$ cat src/design/lmfs_pkg.sv
`default_nettype none
// ----------------------------------------------------------------------------
// lmfs_pkg
// Types, codes and helpers shared by the LIN master frame sender.
// ----------------------------------------------------------------------------
package lmfs_pkg;

  // input operations
  localparam logic [1:0] OP_HEADER = 2'd0;
  localparam logic [1:0] OP_DATA   = 2'd1;
  localparam logic [1:0] OP_ABORT  = 2'd2;

  // frame phase
  localparam logic [1:0] PH_IDLE   = 2'd0;
  localparam logic [1:0] PH_MASTER = 2'd1;
  localparam logic [1:0] PH_SLAVE  = 2'd2;

  // byte kinds on the result channel
  localparam logic [2:0] KIND_BREAK = 3'd0;
  localparam logic [2:0] KIND_SYNC  = 3'd1;
  localparam logic [2:0] KIND_PID   = 3'd2;
  localparam logic [2:0] KIND_DATA  = 3'd3;
  localparam logic [2:0] KIND_CSUM  = 3'd4;
  localparam logic [2:0] KIND_NONE  = 3'd5;

  // status codes
  localparam logic [1:0] ST_OK      = 2'd0;
  localparam logic [1:0] ST_BUSY    = 2'd1;
  localparam logic [1:0] ST_UNEXP   = 2'd2;
  localparam logic [1:0] ST_ABORTED = 2'd3;

  // queued command kinds
  localparam logic [1:0] CMD_HDR  = 2'd0;
  localparam logic [1:0] CMD_DATA = 2'd1;
  localparam logic [1:0] CMD_EVT  = 2'd2;

  localparam logic [7:0] BREAK_BYTE = 8'h00;
  localparam logic [7:0] SYNC_BYTE  = 8'h55;

  typedef struct packed {
    logic [1:0] operation;
    logic [5:0] frame_id;
    logic       enhanced_checksum;
    logic       slave_response;
    logic [3:0] data_length;
    logic [7:0] data_byte;
  } lmfs_in_t;

  typedef struct packed {
    logic [7:0] tx_byte;
    logic [2:0] byte_kind;
    logic [1:0] status;
    logic       frame_done;
    logic       last;
  } lmfs_out_t;

  // one classified item, expanded into beats by the back end
  typedef struct packed {
    logic [1:0] cmd;
    logic [7:0] byte_val;   // PID for a header, data byte for data
    logic [7:0] csum;       // inverted checksum, valid when has_csum
    logic       has_csum;
    logic       slave;
    logic [1:0] status;
  } lmfs_cmd_t;

  function automatic logic [7:0] make_pid(input logic [5:0] id);
    logic p0;
    logic p1;
    p0 = id[0] ^ id[1] ^ id[2] ^ id[4];
    p1 = ~(id[1] ^ id[3] ^ id[4] ^ id[5]);
    return {p1, p0, id};
  endfunction

  // 8-bit add with end-around carry
  function automatic logic [7:0] fold_add(input logic [7:0] acc, input logic [7:0] v);
    logic [8:0] s;
    s = {1'b0, acc} + {1'b0, v};
    return s[7:0] + {7'd0, s[8]};
  endfunction

endpackage
`default_nettype wire

$ cat src/design/lmfs_front.sv
`default_nettype none
// ----------------------------------------------------------------------------
// lmfs_front
// Accepts input items, tracks the frame phase and checksum, and pushes one
// classified command per header, data or abort item into the queue.
// ----------------------------------------------------------------------------
module lmfs_front #(
  parameter int MAX_DATA_BYTES = 8
) (
  input  wire                   clk,
  input  wire                   rst_n,
  input  wire                   in_valid,
  output logic                  in_stall,
  input  lmfs_pkg::lmfs_in_t    in_data,
  input  wire                   q_full,
  output logic                  q_push,
  output lmfs_pkg::lmfs_cmd_t   q_cmd
);
  import lmfs_pkg::*;

  localparam logic [3:0] MAX_LEN = 4'(MAX_DATA_BYTES);

  logic [1:0] phase_r, phase_nxt;
  logic [3:0] expected_r, expected_nxt;
  logic [3:0] sent_r, sent_nxt;
  logic [7:0] sum_r, sum_nxt;

  logic       accept;
  logic [3:0] len_sat;
  logic [7:0] pid;
  logic [7:0] sum_start;
  logic [7:0] sum_new;
  logic [3:0] sent_new;

  assign in_stall = q_full;
  assign accept   = in_valid && !q_full;

  assign len_sat   = (in_data.data_length > MAX_LEN) ? MAX_LEN : in_data.data_length;
  assign pid       = make_pid(in_data.frame_id);
  assign sum_start = in_data.enhanced_checksum ? pid : 8'h00;
  assign sum_new   = fold_add(sum_r, in_data.data_byte);
  assign sent_new  = sent_r + 4'd1;

  always_comb begin
    phase_nxt    = phase_r;
    expected_nxt = expected_r;
    sent_nxt     = sent_r;
    sum_nxt      = sum_r;
    q_push       = 1'b0;
    q_cmd        = '0;
    q_cmd.cmd    = CMD_EVT;
    if (accept) begin
      unique case (in_data.operation)
        OP_HEADER: begin
          q_push = 1'b1;
          if (phase_r != PH_IDLE) begin
            q_cmd.status = ST_BUSY;
          end else begin
            q_cmd.cmd      = CMD_HDR;
            q_cmd.byte_val = pid;
            q_cmd.csum     = ~sum_start;
            q_cmd.slave    = in_data.slave_response;
            q_cmd.has_csum = !in_data.slave_response && (len_sat == 4'd0);
            sent_nxt       = 4'd0;
            if (in_data.slave_response) begin
              phase_nxt    = PH_SLAVE;
              expected_nxt = len_sat;
              sum_nxt      = sum_start;
            end else if (len_sat == 4'd0) begin
              phase_nxt    = PH_IDLE;
              expected_nxt = 4'd0;
              sum_nxt      = 8'h00;
            end else begin
              phase_nxt    = PH_MASTER;
              expected_nxt = len_sat;
              sum_nxt      = sum_start;
            end
          end
        end
        OP_DATA: begin
          q_push = 1'b1;
          if (phase_r != PH_MASTER) begin
            q_cmd.status = ST_UNEXP;
          end else begin
            q_cmd.cmd      = CMD_DATA;
            q_cmd.byte_val = in_data.data_byte;
            q_cmd.csum     = ~sum_new;
            q_cmd.has_csum = (sent_new >= expected_r);
            if (sent_new >= expected_r) begin
              phase_nxt    = PH_IDLE;
              expected_nxt = 4'd0;
              sent_nxt     = 4'd0;
              sum_nxt      = 8'h00;
            end else begin
              sent_nxt = sent_new;
              sum_nxt  = sum_new;
            end
          end
        end
        OP_ABORT: begin
          q_push       = 1'b1;
          q_cmd.status = ST_ABORTED;
          phase_nxt    = PH_IDLE;
          expected_nxt = 4'd0;
          sent_nxt     = 4'd0;
          sum_nxt      = 8'h00;
        end
        default: begin
          // unused operation: swallowed, no result
        end
      endcase
    end
  end

  always_ff @(posedge clk) begin
    if (!rst_n) begin
      phase_r    <= PH_IDLE;
      expected_r <= 4'd0;
      sent_r     <= 4'd0;
      sum_r      <= 8'h00;
    end else begin
      phase_r    <= phase_nxt;
      expected_r <= expected_nxt;
      sent_r     <= sent_nxt;
      sum_r      <= sum_nxt;
    end
  end

endmodule
`default_nettype wire

$ cat src/design/lmfs_queue.sv
`default_nettype none
// ----------------------------------------------------------------------------
// lmfs_queue
// Four-entry command queue between front and back end.
// ----------------------------------------------------------------------------
module lmfs_queue (
  input  wire                   clk,
  input  wire                   rst_n,
  input  wire                   push,
  input  lmfs_pkg::lmfs_cmd_t   push_cmd,
  input  wire                   pop,
  output logic                  full,
  output logic                  empty,
  output lmfs_pkg::lmfs_cmd_t   head
);
  import lmfs_pkg::*;

  localparam int DEPTH = 4;
  localparam int AW    = $clog2(DEPTH);

  lmfs_cmd_t       mem [DEPTH];
  logic [AW-1:0]   wr_ptr_r, rd_ptr_r;
  logic [AW:0]     count_r, count_nxt;

  assign full  = (count_r == (AW+1)'(DEPTH));
  assign empty = (count_r == '0);
  assign head  = mem[rd_ptr_r];

  always_comb begin
    count_nxt = count_r;
    if (push && !pop) begin
      count_nxt = count_r + 1'b1;
    end else if (pop && !push) begin
      count_nxt = count_r - 1'b1;
    end
  end

  always_ff @(posedge clk) begin
    if (push) begin
      mem[wr_ptr_r] <= push_cmd;
    end
  end

  always_ff @(posedge clk) begin
    if (!rst_n) begin
      wr_ptr_r <= '0;
      rd_ptr_r <= '0;
      count_r  <= '0;
    end else begin
      if (push) wr_ptr_r <= wr_ptr_r + 1'b1;
      if (pop)  rd_ptr_r <= rd_ptr_r + 1'b1;
      count_r <= count_nxt;
    end
  end

endmodule
`default_nettype wire

$ cat src/design/lmfs_back.sv
`default_nettype none
// ----------------------------------------------------------------------------
// lmfs_back
// Steps through the head command one beat per cycle, while the output is not stalled, into the output register.
// ----------------------------------------------------------------------------
module lmfs_back (
  input  wire                   clk,
  input  wire                   rst_n,
  input  wire                   q_empty,
  input  lmfs_pkg::lmfs_cmd_t   q_head,
  output logic                  q_pop,
  output logic                  out_valid,
  input  wire                   out_stall,
  output lmfs_pkg::lmfs_out_t   out_data
);
  import lmfs_pkg::*;

  logic [1:0] step_r, step_nxt;
  logic       out_valid_r, out_valid_nxt;
  lmfs_out_t  out_data_r, out_data_nxt;
  lmfs_out_t  beat;
  logic       load;
  logic       fire;

  assign out_valid = out_valid_r;
  assign out_data  = out_data_r;

  // beat for the current step of the head command
  always_comb begin
    beat = '0;
    beat.status    = ST_OK;
    unique case (q_head.cmd)
      CMD_HDR: begin
        unique case (step_r)
          2'd0: begin
            beat.tx_byte   = BREAK_BYTE;
            beat.byte_kind = KIND_BREAK;
          end
          2'd1: begin
            beat.tx_byte   = SYNC_BYTE;
            beat.byte_kind = KIND_SYNC;
          end
          2'd2: begin
            beat.tx_byte    = q_head.byte_val;
            beat.byte_kind  = KIND_PID;
            beat.frame_done = q_head.slave;
            beat.last       = !q_head.has_csum;
          end
          2'd3: begin
            beat.tx_byte    = q_head.csum;
            beat.byte_kind  = KIND_CSUM;
            beat.frame_done = 1'b1;
            beat.last       = 1'b1;
          end
        endcase
      end
      CMD_DATA: begin
        if (step_r == 2'd0) begin
          beat.tx_byte   = q_head.byte_val;
          beat.byte_kind = KIND_DATA;
          beat.last      = !q_head.has_csum;
        end else begin
          beat.tx_byte    = q_head.csum;
          beat.byte_kind  = KIND_CSUM;
          beat.frame_done = 1'b1;
          beat.last       = 1'b1;
        end
      end
      default: begin
        beat.byte_kind = KIND_NONE;
        beat.status    = q_head.status;
        beat.last      = 1'b1;
      end
    endcase
  end

  assign load = !out_valid_r || !out_stall;
  assign fire = load && !q_empty;

  always_comb begin
    step_nxt      = step_r;
    out_valid_nxt = out_valid_r;
    out_data_nxt  = out_data_r;
    q_pop         = 1'b0;
    if (fire) begin
      out_valid_nxt = 1'b1;
      out_data_nxt  = beat;
      if (beat.last) begin
        step_nxt = 2'd0;
        q_pop    = 1'b1;
      end else begin
        step_nxt = step_r + 2'd1;
      end
    end else if (load) begin
      out_valid_nxt = 1'b0;
    end
  end

  always_ff @(posedge clk) begin
    out_data_r <= out_data_nxt;
  end

  always_ff @(posedge clk) begin
    if (!rst_n) begin
      step_r      <= 2'd0;
      out_valid_r <= 1'b0;
    end else begin
      step_r      <= step_nxt;
      out_valid_r <= out_valid_nxt;
    end
  end

endmodule
`default_nettype wire

$ cat src/design/lin_master_frame_sender.sv
`default_nettype none
// ----------------------------------------------------------------------------
// lin_master_frame_sender
// LIN master frame sender: header, data and abort items in, line bytes out.
//
// Input channel (in_valid/in_stall/in_data): header, data byte or abort items.
// Items are classified on acceptance (PID and parity, checksum, phase) and
// queued in a four-entry command queue. in_stall rises only when it is full.
// Result channel (out_valid/out_stall/out_data): one beat per line byte or
// status event, from an output register. A header gives break, sync and PID
// (plus the checksum for a zero-length master frame); a data item gives the
// byte and, for the last one, the checksum; rejects and aborts give one beat.
// With an empty queue an accepted item is first written into the queue, and
// its first beat is then loaded into the output register. The back end sends
// one beat per cycle while out_stall is low, so an item gives one to four beats.
// Items are taken every cycle while the queue has room.
// Reset: synchronous, active low; the block returns to idle, queue empty.
// A stalled receiver holds the output beat; the queue then fills and stalls
// the input.
// ----------------------------------------------------------------------------
module lin_master_frame_sender #(
  parameter int MAX_DATA_BYTES = 8
) (
  input  wire                  clk,
  input  wire                  rst_n,
  input  wire                  in_valid,
  output logic                 in_stall,
  input  lmfs_pkg::lmfs_in_t   in_data,
  output logic                 out_valid,
  input  wire                  out_stall,
  output lmfs_pkg::lmfs_out_t  out_data
);
  import lmfs_pkg::*;

  logic      q_full;
  logic      q_empty;
  logic      q_push;
  logic      q_pop;
  lmfs_cmd_t q_cmd;
  lmfs_cmd_t q_head;

  lmfs_front #(
    .MAX_DATA_BYTES(MAX_DATA_BYTES)
  ) u_front (
    .clk      (clk),
    .rst_n    (rst_n),
    .in_valid (in_valid),
    .in_stall (in_stall),
    .in_data  (in_data),
    .q_full   (q_full),
    .q_push   (q_push),
    .q_cmd    (q_cmd)
  );

  lmfs_queue u_queue (
    .clk      (clk),
    .rst_n    (rst_n),
    .push     (q_push),
    .push_cmd (q_cmd),
    .pop      (q_pop),
    .full     (q_full),
    .empty    (q_empty),
    .head     (q_head)
  );

  lmfs_back u_back (
    .clk       (clk),
    .rst_n     (rst_n),
    .q_empty   (q_empty),
    .q_head    (q_head),
    .q_pop     (q_pop),
    .out_valid (out_valid),
    .out_stall (out_stall),
    .out_data  (out_data)
  );

endmodule
`default_nettype wire

$ cat config.mk
export PLATFORM = sky130hd
export DESIGN_NAME = lin_master_frame_sender
export DESIGN_NICKNAME = d
export VERILOG_FILES = /design/src/design/lmfs_pkg.sv /design/src/design/lmfs_front.sv /design/src/design/lmfs_queue.sv /design/src/design/lmfs_back.sv /design/src/design/lin_master_frame_sender.sv
export SDC_FILE = /design/constraint.sdc
export NUM_CORES = 1
export LEC_CHECK = 0
export BUFFER_PORTS_ARGS = -buffer_cell sky130_fd_sc_hd__buf_2
export CORE_MARGIN = 2
export CORE_UTILIZATION = 45
export CTS_CLUSTER_SIZE = 14
export DETAILED_ROUTE_END_ITERATION = 8
export GPL_ROUTABILITY_DRIVEN = 0
export PLACE_DENSITY = 0.64
export SYNTH_ARGS = -nofsm -noshare
export SYNTH_HDL_FRONTEND = slang
export SYNTH_SLANG_ARGS = --single-unit
$ cat constraint.sdc
create_clock -name clk -period 5 [get_ports clk]
set_clock_uncertainty 0.2 [all_clocks]
set_input_delay 1 -clock clk [delete_from_list [all_inputs] [get_ports clk]]
set_output_delay 1 -clock clk [all_outputs]
set_load 0.02 [all_outputs]
---- Yosys cells after proc, flatten, opt, wreduce, memory -nomap -nowiden ----
Memory sizes are Yosys's and may differ from the RTL's. A register that Yosys moved wholly into a read port is not among the register bits.
Index checks and enable logic that the tools add are counted.
cells by class
  $add $sub $neg .......................... 8
  order comparisons ....................... 2
  equal/unequal tests ..................... 11
  multiplexer cells ....................... 54
  bitwise logic cells ..................... 9
  reduce and logical (&&, ||, !) cells .... 27
operators by type and width
  cell                   count
  $mux W8                6
  $pmux W11 S4           1
  $pmux W19 S2           1
  $mux W4                9
  $pmux W4 S3            2
  $pmux W8 S3            1
  $mux W22               1
  $mux W20               1
  $mux W19               1
  $mux W2                8
  $not A8 Y8             2
  $pmux W8 S2            1
  $mux W1                13
  $pmux W2 S3            2
  $mux W11               1
  $add A8 B8 Y9          1
  $add A8 B1 Y8          1
  $logic_not A1 Y1       8
  $add A2 B1 Y2 const B  3
  $eq A2 B1 Y1 const B   3
  $eq A2 B2 Y1 const B   3
  $logic_not A2 Y1       3
  $mux W3                2
  $pmux W3 S2            1
  22 further kinds       36
word-level totals
  bits in registers ....................... 43
  bits in writable memories ............... 88
  input port bits ......................... 26
  output and inout port bits .............. 17
  word-level logic and storage cells ...... 126
  memories ................................ 1
memory list
  name         words  width  rd ports  clocked after Yosys merged registers in  write ports  line              source
  u_queue.mem  4      22     1         1                                        1            lmfs_queue.sv:21  lmfs_cmd_t mem [DEPTH];

---- Logic depth before layout (Yosys ltp) ----
Gate-level depths: netlist (run 1).
  depth after elaboration ................. 9
  gate-level depth with buffers ........... 14
  mapped depth without buffers ............ 14

---- By module ----
From an unflattened synthesis (run 1), not the netlist that was laid out.
second synthesis, totals
  cell total of the unflattened synthesis .. 484
  area, all modules ....................... 6432.4 um^2
by module, submodules not included
  module      times used  cells an instance  area each (um^2)  seq. area each (um^2)
  lmfs_queue  1           157                3623.5            2822.7
  lmfs_front  1           255                1936.9            360.3
  lmfs_back   1           72                 872.1             510.5

---- Worst setup path after synthesis (run 1) ----
OpenSTA, ideal clock, no wires.
  path type ............................... input port to flip-flop
  start point ............................. input in_data[0] (netlist bit)
  end point ............................... memory u_queue.mem[0][10] (netlist bit), data pin
  setup time .............................. 0.286 ns
  data arrival time ....................... 3.489 ns
  required time ........................... 4.514 ns
  slack ................................... 1.026 ns
  stages on the path ...................... 14
  path buffers ............................ 0
  path through ............................ ha_1 > fa_1 > a211o_1 > a211oi_2 > nor2_1 > o21a_1 > or2_2 > ha_1 > ha_1 > nand2_1 > nor3_1 > nand3_1 > xnor2_1 > o21ai_0
RTL lines
  what                line                           source
  start: declaration  lin_master_frame_sender.sv:28  input lmfs_pkg::lmfs_in_t in_data,
  end: declaration    lmfs_queue.sv:21

==> impl_metrics.json, run 1 <==
{
  "status": "finished clean",
  "synth.distinct_cells": 58,
  "synthFlopType": "edfxtp_1",
  "cp_common_cell": "ha_1",
  "cellInternalPower_uw": 2485,
  "swShare_pct": 29.38,
  "hold_start": "u_front.expected_r[3]",
  "grt_pass1_wl_mm": 20.89,
  "totalWireLength_mm": 13.26,
  "overflow": 0,
  "dr.pass1.iters": 4,
  "yosys.area.top_type_share_pct": 47.90,
  "hold_viol_final": 0,
  "cts-root-buf": "clkbuf_16",
  "setup_ws_ps": 980.9,
  "h-tree-depth": 4,
  "clk_pin_slew_worst_paths_ps": 50,
  "synthArstFlopShare_pct": 0,
  "power_frac_comb_pct": 26.4,
  "r2r_slack_ps": 1380,
  "grt_pass1_vias": 4076,
  "nets": 609,
  "dp_slack_ps": 608.0,
  "p_seq_share_pct": 40.6,
  "drcViolationCount": 0,
  "setup_violations": 0,
  "crit_chain": "buf_2, ha_1, fa_1, a211o_1, a211oi_2, nor2_1, o21a_1, or2_2, ha_1, ha_1, nand2_1, nor3_1, nand3_1, xnor2_1, o21ai_0",
  "synth_enable_flop_cells": 103,
  "tightest_slew_ps": 963.7,
  "grt_max_degree": 28,
  "hold_ws_ps": 268.8,
  "grtUsageTotal_pct": 18.64,
  "cts_num_sinks": 133,
  "cts_setup_buffers": 0,
  "cts_hold_buffers": 0,
  "die_h_um": 123.8,
  "clockBufferDepth": 2,
  "drtAntennaViolNets": 0,
  "start_util_pct": 46.34,
  "instances_no_fill": 744,
  "clock.fmax_ghz": 0.2488,
  "critPathRequiredTime_ps": 4970,
  "die_area_sq_mm": 0.01532,
  "synth_area_leaders": "edfxtp_1, dfxtp_1, mux4_2",
  "stdcell_area_sq_mm": 0.007423,
  "post-dp-hpwl_mm": 9.358,
  "start_kind": "input port",
  "rsz0062_at_grt": "no",
  "period_minus_slack_ps": 4019,
  "r2r-end": "u_queue.mem[3][10]",
  "crit_type": "input port to register",
  "areaGrowthSynthToFinish_pct": 14.96,
  "power_density_mw_per_mm2": 474.0,
  "slowest_stage": "fa_1",
  "syn_inst": 500,
  "dieWidth_um": 123.8,
  "yosysTopAreaCell": "edfxtp_1",
  "num_antenna_cells": 0,
  "critPathMaxFanout": 4,
  "slew_violations": 0,
  "syn-cell-area_sq_mm": 0.006457,
  "p_switching_uw": 1034,
  "fp-row-count": 43,
  "path_buf_inv": 1,
  "layout_commonest_cell": "edfxtp_1",
  "synth_seq_area_share_pct": 57.20,
  "wl_per_cell_um": 17.82,
  "max-slew-margin-rel_pct": 35.32,
  "fin_setup_tns_ps": 0,
  "cp_top_family": "adder cells",
  "vias": 4070,
  "core_sq_mm": 0.01393,
  "synthesis.nets": 557,
  "min_path_type": "register to register",
  "holdPathEnd": "u_front.expected_r[3]",
  "cp.depth": 15,
  "cp-end-kind": "register",
  "antenna_found_initial": 0,
  "worstRegToRegCells": 14,
  "drive_above_1_share_pct": 19.50,
  "dp.cells": 713,
  "arrival_ps": 3990,
  "mostFrequentLayoutCells": "edfxtp_1, buf_2, nor2_1, nand2_1, dfxtp_1",
  "viasPerCell": 5.470,
  "ios": 43,
  "p_leak_uw": 0.002749,
  "cts-buffers-inserted": 17,
  "clkLatencyLatePin_ps": 420,
  "r2r-start": "u_front.sum_r[0]",
  "cap_violations": 0,
  "portBuffers": 42,
  "min_path_cells": 2,
  "synth_seq_cells": 133,
  "yosys_warnings": 0,
  "clock_power_share_pct": 33.0,
  "ctsResizeCount": 0,
  "vdd_drop_max_uv": 245.7,
  "final_min_period_over_clock_period_pct": 80.38,
  "slowest_delay_ps": 440,
  "drt_iter0_drc": 235,
  "syn_area_per_cell_sq_um": 12.91,
  "tritoncts": "built",
  "place_area_sq_mm": 0.006878
}
-- tightest hold or removal path: cells and delay by family, from the launching register on --
kind | cells | cell delay (ps)
AOI/OAI and AO/OA | 1 | 60
DFF | 1 | 310
and+or+nand+nor | 1 | 50
-- kinds of logic (layout without fill, tap and decap cells) --
logic type | count (synthesis) | count (layout) | share of synthesized area (%)
AND/OR/NAND/NOR | 140 | 140 | 11.08
flip-flops | 133 | 133 | 57.20
AO/OA/AOI/OAI | 103 | 103 | 11.02
buffers and inverters | 40 | 104 | 2.383
adder cells (fa/ha/maj) | 31 | 31 | 6.239
multiplexers | 31 | 31 | 9.087
XOR/XNOR | 22 | 22 | 2.984
-- cells in the mapped netlist (10+ instances only) --
| cell | n |
|---|---|
| edfxtp_1 | 103 |
| nor2_1 | 39 |
| mux4_2 | 22 |
| o21ai_0 | 13 |
| ha_1 | 29 |
| nand2_1 | 30 |
| inv_1 | 24 |
| a21oi_1 | 21 |
| dfxtp_1 | 30 |
| xnor2_1 | 16 |
| nand3_1 | 12 |
| and2_1 | 12 |
| clkbuf_1 | 10 |
-- registers in the layout, indices dropped and copies added, names as in the netlist, 2 cells and up, named ones only --
| signal | cells |
|---|---|
| u_queue.count_r | 3 |
| u_front.phase_r | 2 |
| u_back.out_data | 15 |
| u_queue.rd_ptr_r | 2 |
| u_front.expected_r | 4 |
| u_front.sent_r | 4 |
| u_back.step_r | 2 |
| u_queue.wr_ptr_r | 2 |
| u_queue.mem | 88 |
| u_front.sum_r | 8 |
-- worst max path at each step --
stage                           from            endpoint
after floorplan           in_data[0]  u_queue.mem[0][10]
after global placement    in_data[0]  u_queue.mem[0][10]
after detailed placement  in_data[0]  u_queue.mem[3][10]
after CTS                 in_data[0]  u_queue.mem[3][10]
after global routing      in_data[0]  u_queue.mem[1][10]
final                     in_data[0]  u_queue.mem[3][10]
-- layer usage --
metal	track usage, %	wire length, um
met5	0	0
met1	23.57	5812
met4	8.949	273
met2	30.39	6587
met3	4.258	586
-- through the flow --
step	util (%)	total power [uW]
floorplan	-	2132
global placement	49.36	2367
detailed placement	49.36	2384
CTS	53.27	3555
global route	53.27	3692
finish	53.27	3519
-- layout make-up --
class	count	area [sq um]
multi-input cells	327	2610
clock inverters	7	83.83
repair buffers	48	255.2
flip-flops and latches	133	3694
inverters	25	93.84
clock buffers	24	461.7
well taps	180	225.2
fillers	1179	6511
-- power by group through the flow --
stage               combinational, uW  sequential (uW)  clock, uW
floorplan                         612             1520          0
global placement                  922             1450          0
detailed placement                932             1450          0
CTS                               938             1430       1190
global route                     1020             1450       1230
finish                            928             1430       1160
Note: power is estimated with default switching activity, not from simulation.
==> run 2, diff against run 1 <==
- ABC_AREA: not set -> 1
- clock period: 5 -> 4 ns (I/O delays scaled with it)
==> run 2 against run 1 <==
Design area is 3.2% higher. Count of clock-buffer cells in the layout is 1 lower. Wire length up 13%. Worst setup slack got worse by 260 ps. Largest cell class unchanged. Global-route usage up 1.2 points. Combinational power grew 73%. Non-clock buffer count rose by 5. Sequential power increased by 31%. Synthesized area up 3.0%.
==> impl_metrics.json, run 2 <==
{
  "yosysMostFrequentCell": "nand2_1",
  "p_leak_uw": 0.003118,
  "start_kind": "input port",
  "arrival_ps": 3310,
  "cts_setup_buffers": 0,
  "hold_viol_final": 0,
  "grtUsageTotal_pct": 19.82,
  "slew_violations": 0,
  "crit_chain": "buf_2, ha_1, fa_1, nand2_1, nand2_1, nand3_1, nand2_1, a21oi_1, o21bai_1, ha_1, ha_1, inv_1, nor2_1, nand2_1, nor2_1, nand2_1, nand2_1, nand2_1, nand2_1, a21oi_1",
  "viasPerCell": 5.333,
  "start_util_pct": 45.94,
  "hold_ws_ps": 273.7,
  "place_area_sq_mm": 0.007074,
  "drcViolationCount": 0,
  "drive_above_1_share_pct": 13.60,
  "synth_seq_area_share_pct": 55.53,
  "setup_ws_ps": 717.3,
  "instances_no_fill": 956,
  "grt_pass1_vias": 5059,
  "top_register": "u_queue.mem",
  "die_h_um": 125.6,
  "synthArstFlopShare_pct": 0,
  "largest_reg_flops": 88,
  "slowest_stage": "fa_1",
  "syn_inst": 710,
  "cts_num_sinks": 133,
  "areaGrowthSynthToFinish_pct": 15.22,
  "vias": 5098,
  "synthFlopType": "edfxtp_1",
  "yosys.area.top_type_share_pct": 46.50,
  "max-slew-margin-rel_pct": 49.07,
  "fillers": 1299,
  "synth_common_cells": "nand2_1, edfxtp_1, nor2_1",
  "final_min_period_over_clock_period_pct": 82.07,
  "drtAntennaViolNets": 0,
  "clkLatencyLatePin_ps": 420,
  "die_area_sq_mm": 0.01577,
  "fin_setup_tns_ps": 0,
  "setup_violations": 0,
  "clock.fmax_ghz": 0.3046,
  "rsz0062_at_grt": "no",
  "ctsResizeCount": 0,
  "ios": 43,
  "layout_commonest_cell": "nand2_1",
  "fp-row-count": 44,
  "vdd_drop_max_uv": 393.3,
  "cap_violations": 0,
  "yosys_warnings": 0,
  "critPathMaxFanout": 4,
  "critPathRequiredTime_ps": 4030,
  "totalWireLength_mm": 14.92,
  "wl_per_cell_um": 15.60,
  "syn-cell-area_sq_mm": 0.006651,
  "status": "finished clean",
  "tightest_slew_ps": 763.2,
  "grt_max_degree": 45,
  "period_minus_slack_ps": 3283,
  "portBuffers": 42,
  "clk_pin_slew_worst_paths_ps": 50,
  "synth.distinct_cells": 45,
  "clockBufferDepth": 2,
  "slowest_delay_ps": 420,
  "antenna_found_initial": 0,
  "power_density_mw_per_mm2": 654.0,
  "nets": 816,
  "synth_area_leaders": "edfxtp_1, dfxtp_1, nand2_1",
  "overflow": 0,
  "num_antenna_cells": 0,
  "path_buf_inv": 2,
  "min_path_type": "register to register",
  "dieWidth_um": 125.6,
  "cts_hold_buffers": 0,
  "dp_slack_ps": 320.2,
  "cp_top_family": "adder cells",
  "grt_pass1_wl_mm": 24.42,
  "drt_iter0_drc": 313,
  "yosysTopAreaCell": "edfxtp_1",
  "cp_common_cell": "nand2_1",
  "tritoncts": "built",
  "h-tree-depth": 4,
  "cts-root-buf": "clkbuf_16",
  "mostFrequentLayoutCells": "nand2_1, edfxtp_1, nor2_1, inv_1, o21ai_0",
  "synthesis.nets": 767,
  "post-dp-hpwl_mm": 10.34,
  "crit_type": "input port to register",
  "core_sq_mm": 0.01448,
  "synth_seq_cells": 133,
  "dp.cells": 924,
  "dr.pass1.iters": 5,
  "synth_enable_flop_cells": 103,
  "syn_area_per_cell_sq_um": 9.368,
  "cts-buffers-inserted": 17,
  "stdcell_area_sq_mm": 0.007664,
  "cp-end-kind": "register"
}
==> run 2: final cells by class <==
cell class / count / area (sq um) / area share [%]
Clock buffer: 23 / 488.0 / 6.367
Clock inverter: 9 / 101.3 / 1.322
Inverter: 72 / 272.8 / 3.559
Multi-Input combinational cell: 482 / 2585 / 33.73
Sequential cell: 133 / 3694 / 48.20
Tap cell: 184 / 230.2 / 3.004
Timing Repair Buffer: 53 / 292.8 / 3.820
==> run 2: path summary, 6_finish.rpt <==
| kind | start | end | slack (ps) | cells after the start |
|---|---|---|---|---|
| worst max-delay path | in_data[0] | u_queue.mem[2][10] | 720 | 20 |
| worst min-delay path | u_front.expected_r[2] | u_front.expected_r[2] | 270 | 2 |
| worst max register to register | register | u_queue.count_r[2] | 850 | 14 |
| worst min register to register | u_front.expected_r[2] | u_front.expected_r[2] | 270 | 2 |
==> run 2: worst min-delay path, stage by stage, from the launching register on <==
cell	delay, ps
dfxtp_1	310
nand2_1	60
a21oi_1	60
==> run 2: logic make-up after synthesis <==
kind of cell	count (synthesis)	share of synthesized area [%]
buf+inv	95	5.756
simple gates	298	19.13
xor+xnor	10	1.317
fa+ha+maj	31	6.057
flops	133	55.53
compound gates	143	12.21
==> run 2: layer usage <==
metal	part of all wire (%)	wire [um]	vias up	global-route usage (%)
li1	-	-	2534	-
met2	48	7109	154	32.75
met1	45	6689	2382	24.64
met4	2.0	296	0	8.497
met3	5.5	822	28	5.178
met5	0	0	-	0
==> run 2: power by group <==
part | internal [uW] | total, uW | switching, uW | leakage [uW]
Combinational | 505 | 1610 | 1110 | 0.00163
Sequential | 1770 | 1870 | 103 | 0.00121
Clock | 977 | 1530 | 552 | 0.000283
==> run 2: metrics by stage <==
stage,total power (uW),util [%]
after detailed placement,3508,48.86
after global routing,5336,52.93
final,5012,52.93
after global placement,3450,48.86
after floorplan,3065,-
after CTS,5043,52.93
==> run 3, diff against run 2 <==
- PLACE_DENSITY: 0.64 -> 0.67
- clock period: 4 -> 2.85 ns (I/O delays scaled with it)
==> run 3 against run 2 <==
Power up 46%. Global-route usage up 0.30 points. Worst hold slack worse by 21 ps. Via count up 3.3%. Register-to-register slack worse by 750 ps. Sequential power up 41%.
==> impl_metrics.json, run 3 (synthesis gave the netlist of run 2 again) <==
{
  "critPathRequiredTime_ps": 2810,
  "overflow": 0,
  "post-dp-hpwl_mm": 10.78,
  "mostFrequentLayoutCells": "nand2_1, edfxtp_1, nor2_1, inv_1, o21ai_0",
  "die_area_sq_mm": 0.01577,
  "cts-buffers-inserted": 17,
  "grt_pass1_wl_mm": 24.87,
  "areaGrowthSynthToFinish_pct": 21.11,
  "max-slew-margin-rel_pct": 60.67,
  "drtAntennaViolNets": 0,
  "cts_num_sinks": 133,
  "dp_slack_ps": -351.9,
  "setup_violations": 0,
  "crit_chain": "ha_4, fa_2, nand2_2, nand2_2, nand3_2, nand2_2, a21oi_2, o21bai_2, ha_2, ha_4, inv_2, nor2_2, nand2_2, xor2_1, o22ai_1, inv_1, nor2_2",
  "vdd_drop_max_uv": 427.9,
  "dieWidth_um": 125.6,
  "critPathMaxFanout": 4,
  "grtUsageTotal_pct": 20.12,
  "power_density_mw_per_mm2": 908.7,
  "vias": 5265,
  "clock.fmax_ghz": 0.3637,
  "slowest_stage": "dfxtp_2",
  "period_minus_slack_ps": 2750,
  "layout_commonest_cell": "nand2_1",
  "drcViolationCount": 0,
  "final_min_period_over_clock_period_pct": 96.48,
  "num_antenna_cells": 0,
  "start_kind": "register",
  "rsz0062_at_grt": "yes",
  "core_sq_mm": 0.01448,
  "viasPerCell": 5.329,
  "grt_pass1_vias": 5134,
  "start_util_pct": 45.94,
  "tritoncts": "built",
  "slowest_delay_ps": 340,
  "cts_hold_buffers": 0,
  "hold_viol_final": 0,
  "setup_ws_ps": 100.3,
  "antenna_found_initial": 0,
  "totalWireLength_mm": 15.27,
  "clk_pin_slew_worst_paths_ps": 50,
  "p_leak_uw": 0.003289,
  "die_h_um": 125.6,
  "fp-row-count": 44,
  "cts-root-buf": "clkbuf_16",
  "portBuffers": 42,
  "largest_reg_flops": 88,
  "clkLatencyLatePin_ps": 420,
  "ios": 43,
  "nets": 848,
  "fin_setup_tns_ps": 0,
  "cp_common_cell": "nand2_2",
  "h-tree-depth": 4,
  "min_path_type": "input port to register",
  "slew_violations": 0,
  "top_register": "u_queue.mem",
  "cap_violations": 0,
  "arrival_ps": 2710,
  "wl_per_cell_um": 15.46,
  "tightest_slew_ps": 585.5,
  "crit_type": "register to register",
  "drt_iter0_drc": 400,
  "grt_max_degree": 35,
  "drive_above_1_share_pct": 20.27,
  "dr.pass1.iters": 5,
  "status": "finished clean",
  "cp-end-kind": "register",
  "clockBufferDepth": 2
}
[run 3: cell types whose count changed in the layout (fill, tap and decap cells not counted), sizes merged]
cell,previous run,this run
clkinv,4,6
buf,53,85
clkbuf,23,22
bufinv,2,3
inv,72,71
clkinvlp,3,2
[run 3: worst max-delay path, delay by kind of cell, from the launching register on]
kind / cells / cell delay [ps]
adder cells (fa/ha/maj): 4 / 860
AND/OR/NAND/NOR: 7 / 460
flip-flops: 1 / 340
AO/OA/AOI/OAI: 3 / 320
XOR/XNOR: 1 / 180
buffers and inverters: 2 / 130
[run 3: metal layers]
layer,vias up,track usage [%],wire [um]
met5,-,0,0
met4,0,10.13,419
met3,34,5.049,798
met2,165,32.37,7373
met1,2459,25.28,6679
li1,2607,-,-
[run 3: path summary, 6_finish.rpt]
check,end,depth (start not counted),slack (ps),start
setup reg to reg,u_queue.mem[3][8],17,100,u_front.sum_r[0]
hold / removal,u_back.out_valid,5,250,out_stall
hold reg to reg,u_front.expected_r[3],2,270,u_front.expected_r[3]
setup / recovery,u_queue.mem[3][8],17,100,u_front.sum_r[0]
[run 3: report_power, final]
part	internal (uW)	switching [uW]	total [uW]
combinational	880	1630	2510
clock	1410	756	2170
sequential	2490	152	2640
total	4780	2540	7320
[run 3: cell type report]
class / instances / area (sq um)
Fill cell: 1248 / 6424
Sequential cell: 133 / 3701
Multi-Input combinational cell: 482 / 2685
Timing Repair Buffer: 85 / 570.5
Clock buffer: 22 / 464.2
Inverter: 72 / 275.3
Tap cell: 184 / 230.2
Clock inverter: 10 / 128.9
[run 3: what timing repair did]
action / 4_1_cts / 5_1_grt
pin swaps: 1 / 12
setup buffers: 0 / 8
setup endpoints to repair: 12 / 28
resized for setup: 1 / 26
[run 3: per-stage QoR]
step	hold slack [ps]	util [%]	total power, uW	cell area [sq um]	instances
2_1_floorplan	245.3	-	4321	6700	710
3_3_place_gp	260.5	50.65	4966	7333	948
3_5_place_dp	270.4	50.65	5055	7333	948
4_1_cts	234.8	54.75	7235	7928	980
5_1_grt	258.5	55.63	7776	8055	988
6_report	252.4	55.63	7320	8055	988
